File: src/hw/rtl/dmlc_ram.sv
`default_nettype none

module dmlc_ram #(
	parameter int WIDTH = 8,
	parameter int DEPTH = 16,
	parameter int AW    = (DEPTH > 1) ? $clog2(DEPTH) : 1
) (
	input  wire logic             clk,
	input  wire logic             we,
	input  wire logic [AW-1:0]    waddr,
	input  wire logic [WIDTH-1:0] wdata,
	input  wire logic             re,
	input  wire logic [AW-1:0]    raddr,
	output logic      [WIDTH-1:0] rdata
);

	logic [WIDTH-1:0] mem [DEPTH];

	always_ff @(posedge clk) begin
		if (we) begin
			mem[waddr] <= wdata;
		end
		if (re) begin
			rdata <= mem[raddr];
		end
	end

endmodule

`default_nettype wire

File: config.mk
export PLATFORM = sky130hd
export DESIGN_NAME = dmlc_ram
export DESIGN_NICKNAME = d
export VERILOG_FILES = /design/src/hw/rtl/dmlc_ram.sv
export SDC_FILE = /design/constraint.sdc
export NUM_CORES = 1
export LEC_CHECK = 0
export BUFFER_PORTS_ARGS = -buffer_cell sky130_fd_sc_hd__buf_4
export CAP_MARGIN = 20
export CORE_MARGIN = 10
export CORE_UTILIZATION = 55
export DETAILED_ROUTE_END_ITERATION = 8
export GPL_ROUTABILITY_DRIVEN = 1
export HOLD_SLACK_MARGIN = 0.1
export PLACE_DENSITY = 0.74
export SLEW_MARGIN = 25
export SYNTH_ARGS = -nofsm -noshare
export SYNTH_HDL_FRONTEND = slang
export SYNTH_SLANG_ARGS = --single-unit
File: constraint.sdc
create_clock -name clk -period 3.9 [get_ports clk]
set_input_delay 0.78 -clock clk [delete_from_list [all_inputs] [get_ports clk]]
set_output_delay 0.78 -clock clk [all_outputs]
set_load 0.005 [all_outputs]
Word-level counts from Yosys, hierarchy flattened

Memory sizes are Yosys's and may differ from the RTL's. A register that Yosys moved wholly into a read port is not among the register bits.
Cells that the tools add are included.

Memories: 1
Register bits: 0
Memory bits (writable): 128
Output and inout bits: 8
Logic and storage cells: 3
Input port bits: 19

Muxes and demuxes: 2

Memory list:

| memory | depth | width | read ports | clocked after memory_dff | write ports | line | source |
|---|---|---|---|---|---|---|---|
| mem    | 16    | 8     | 1          | 1                        | 1           | 17   | `logic [WIDTH-1:0] mem [DEPTH];` |

Operators with widths:

| operator          | number |
|---|---|
| 1-bit two-way mux | 2 |

Longest topological paths before layout

Word-level depth: 2
Depth in mapped cells: 5
Gate-level depth less buffers: 3

Least setup slack after synthesis

OpenSTA, ideal clock, no wires.

Path kind: input to register
Start: input waddr[2]
End: memory mem[0][0], enable pin
Cell stages on the path: 2
Setup time: 0.383 ns
Arrival: 1.890 ns
Required time: 3.517 ns
Setup slack: 1.627 ns
Buffers on the path: 0
Cell sequence: or3b_2 nor3_1

RTL lines:

| what               | line | source |
|---|---|---|
| start: declaration | 10   | `input wire logic [AW-1:0] waddr,` |
| end: declaration   | 17   |  |

No word-level cell before the write port.

==> impl_metrics.toml <==
[critical_path]
rr_worst_depth = 3
required_ns = 4.15
worst_setup_path_start_kind = "input pin"
r2r_slack_ns = 2.39
r2r_start = "mem[2][1]"
arrival_ns = 2.28
path_max_fanout = 32
cp-end-kind = "flop"
critical_path_class = "input pin to flop"
worstReg2RegEnd = "rdata[1]"

[finish]
fillers = 606
post-route-util = 0.653
area.growth.synth_to_final_pct = 15.5
multi_input_area_sq_um = 1070
regArea_sq_um = 4080
antenna-diode-count = 0
drive_gt1_frac = 0.282
fin_nets = 286

[global_routing]
grt_pass1_vias = 2468
overflow = 0
grt_max_degree = 33
grt_pass1_wl_microns = 15100
grt.total_usage = 0.146
antenna_found_initial = 0

[yosys]
syn_area_sq_um = 5230
synth_seq_area_share = 0.781
synth_flop_cell = "edfxtp_1"
ys_ff_latch = 136
syn_inst = 229
synth_edf_count = 136
synthesis.nets = 248
async_reset_ff_frac = 0
avgSynthCellArea_sq_um = 22.8
yosysWarningCount = 0
ys_types = 18

[floorplanning]
io-pin-count = 27
die-area_sq_um = 13800
core-area_sq_um = 9240
rows = 35
initial_core_util = 0.566
fp.dieW_microns = 117
die-height_microns = 117

[pwr]
cellLeakagePower_nw = 1.98
p_per_area_nw_per_um2 = 519
ir_worst_vdd_mv = 0.300

[routing]
post_drt_via_cell_ratio = 5.89
drc = 0
routed_wl_microns = 9700
drtIter0Drc = 178
drtAntennaViolNets = 0
drt-pass1-iter-count = 4
via_count = 2411
wl_per_cell_microns = 23.7

[outcome]
status = "complete, no violations"

[timing]
worst_pin_slew_ns = 1.05
hold_viol = 0
post-route-period-util = 0.520
skew_ns = 0.00392
relSlewSlack = 0.300
fmax_mhz = 493
slew_violations = 0
rsz0062_at_grt = "no"
post-route-min-period_ns = 2.03
fin_tns_setup_ns = 0
final-setup-viol-count = 0
whs_ns = 0.559

[clocking]
cts_setup_buffers = 0
cts_buffer_depth = 2
cts_sinks = 136
cts_tree = "yes"
htree_levels = 4
cts-buffers-inserted = 17
cts-resized-gates = 0
cts-root-buf = "clkbuf_8"
clk_pin_slew_ns = 0.06
clk_latency_ns = 0.50
ctsHoldBuffers = 0

[hold_path]
min_path_type = "input pin to flop"
hold_start = "re"
hold_end = "rdata[4]"
hold_depth = 1

[job]
drv_cap = 0

[placement]
gp_congestion = 0.753
place.port_buffers = 26
hpwl_microns = 5970
==> how the worst max path moves through the flow <==
stage | startpoint | to | slack [ns]
after floorplan | waddr[2] | mem[0][0] | 1.63
after global placement | raddr[0] | rdata[4] | 1.37
after detailed placement | raddr[0] | rdata[3] | 1.32
after CTS | raddr[0] | rdata[3] | 1.85
after global routing | raddr[0] | rdata[2] | 1.77
final | raddr[0] | rdata[3] | 1.87
==> cell usage after synthesis (2+ instances only) <==
library cell,n,area [sq um]
clkdlybuf4s25_2,3,30.0
nor2_1,13,48.8
mux4_1,14,368
a22oi_1,16,120
nor3_1,4,20.0
nand2b_1,2,12.5
mux4_2,18,405
nand2_1,9,33.8
buf_6,3,33.8
nand3b_1,2,15.0
buf_2,3,15.0
edfxtp_1,136,4080
==> cell usage in the layout, fill, tap and decap left out <==
cell type,synthesis,layout
mux4_2,18,18
nor2_1,13,12
clkbuf_1,0,1
nor3_1,4,2
and2_1,1,1
clkinv_4,0,2
nand3_1,1,1
nor2b_1,1,1
clkbuf_8,0,1
clkinvlp_4,0,5
a22oi_1,16,16
mux4_1,14,14
clkinv_1,0,3
nor3_2,0,2
buf_4,1,29
and2b_1,1,1
clkbuf_16,0,16
nand3b_1,2,2
nor2_2,0,1
nand2b_1,2,2
nand2_1,9,9
or3b_2,1,1
clkinv_2,0,4
edfxtp_1,136,136
==> flip-flops by register name (all words and copies together), names as in the netlist <==
signal,count
mem,128
rdata,8
==> stage by stage <==
stage / cell area [sq um] / setup WS [ns] / power [mW] / instances
2_1_floorplan: 5230 / 1.63 / 1.77 / 229
3_3_place_gp: 5530 / 1.37 / 1.83 / 377
3_5_place_dp: 5530 / 1.32 / 1.84 / 377
4_1_cts: 6030 / 1.85 / 3.15 / 409
5_1_grt: 6040 / 1.77 / 3.25 / 409
6_report: 6040 / 1.87 / 3.13 / 409
==> layout make-up <==
class / instances / share of cell area
flip-flops and latches: 136 / 0.676
multi-input cells: 83 / 0.177
clock buffers: 18 / 0.0692
repair buffers: 29 / 0.0361
well taps: 129 / 0.0267
clock inverters: 14 / 0.0143
==> where the power goes <==
| group | internal [mW] | switching (mW) |
|---|---|---|
| logic | 0.0660 | 0.0832 |
| registers | 1.65 | 0.00813 |
| clock network | 0.767 | 0.561 |
==> metal layers <==
layer / vias up / track usage / share of wire
met1: 1242 / 0.197 / 0.43
met2: 97 / 0.221 / 0.49
li1: 1061 / - / -
met4: 0 / 0.0479 / 0.011
met5: - / 0 / 0
met3: 11 / 0.0432 / 0.063
==> kinds of logic (layout without fill, tap and decap cells) <==
| logic type | count (synthesis) | in the layout | share of synthesized area |
|---|---|---|---|
| multiplexers | 32 | 32 | 0.148 |
| AND/OR/NAND/NOR | 35 | 35 | 0.0314 |
| flip-flops | 136 | 136 | 0.781 |
| buffers and inverters | 10 | 61 | 0.0165 |
| AO/OA/AOI/OAI | 16 | 16 | 0.0230 |
==> worst max-delay path: stages <==
cell	delay, ns
buf_4	0.47
mux4_1	0.69
a22oi_1	0.21
nand2_1	0.10
Power figures use the tool's default switching activity.
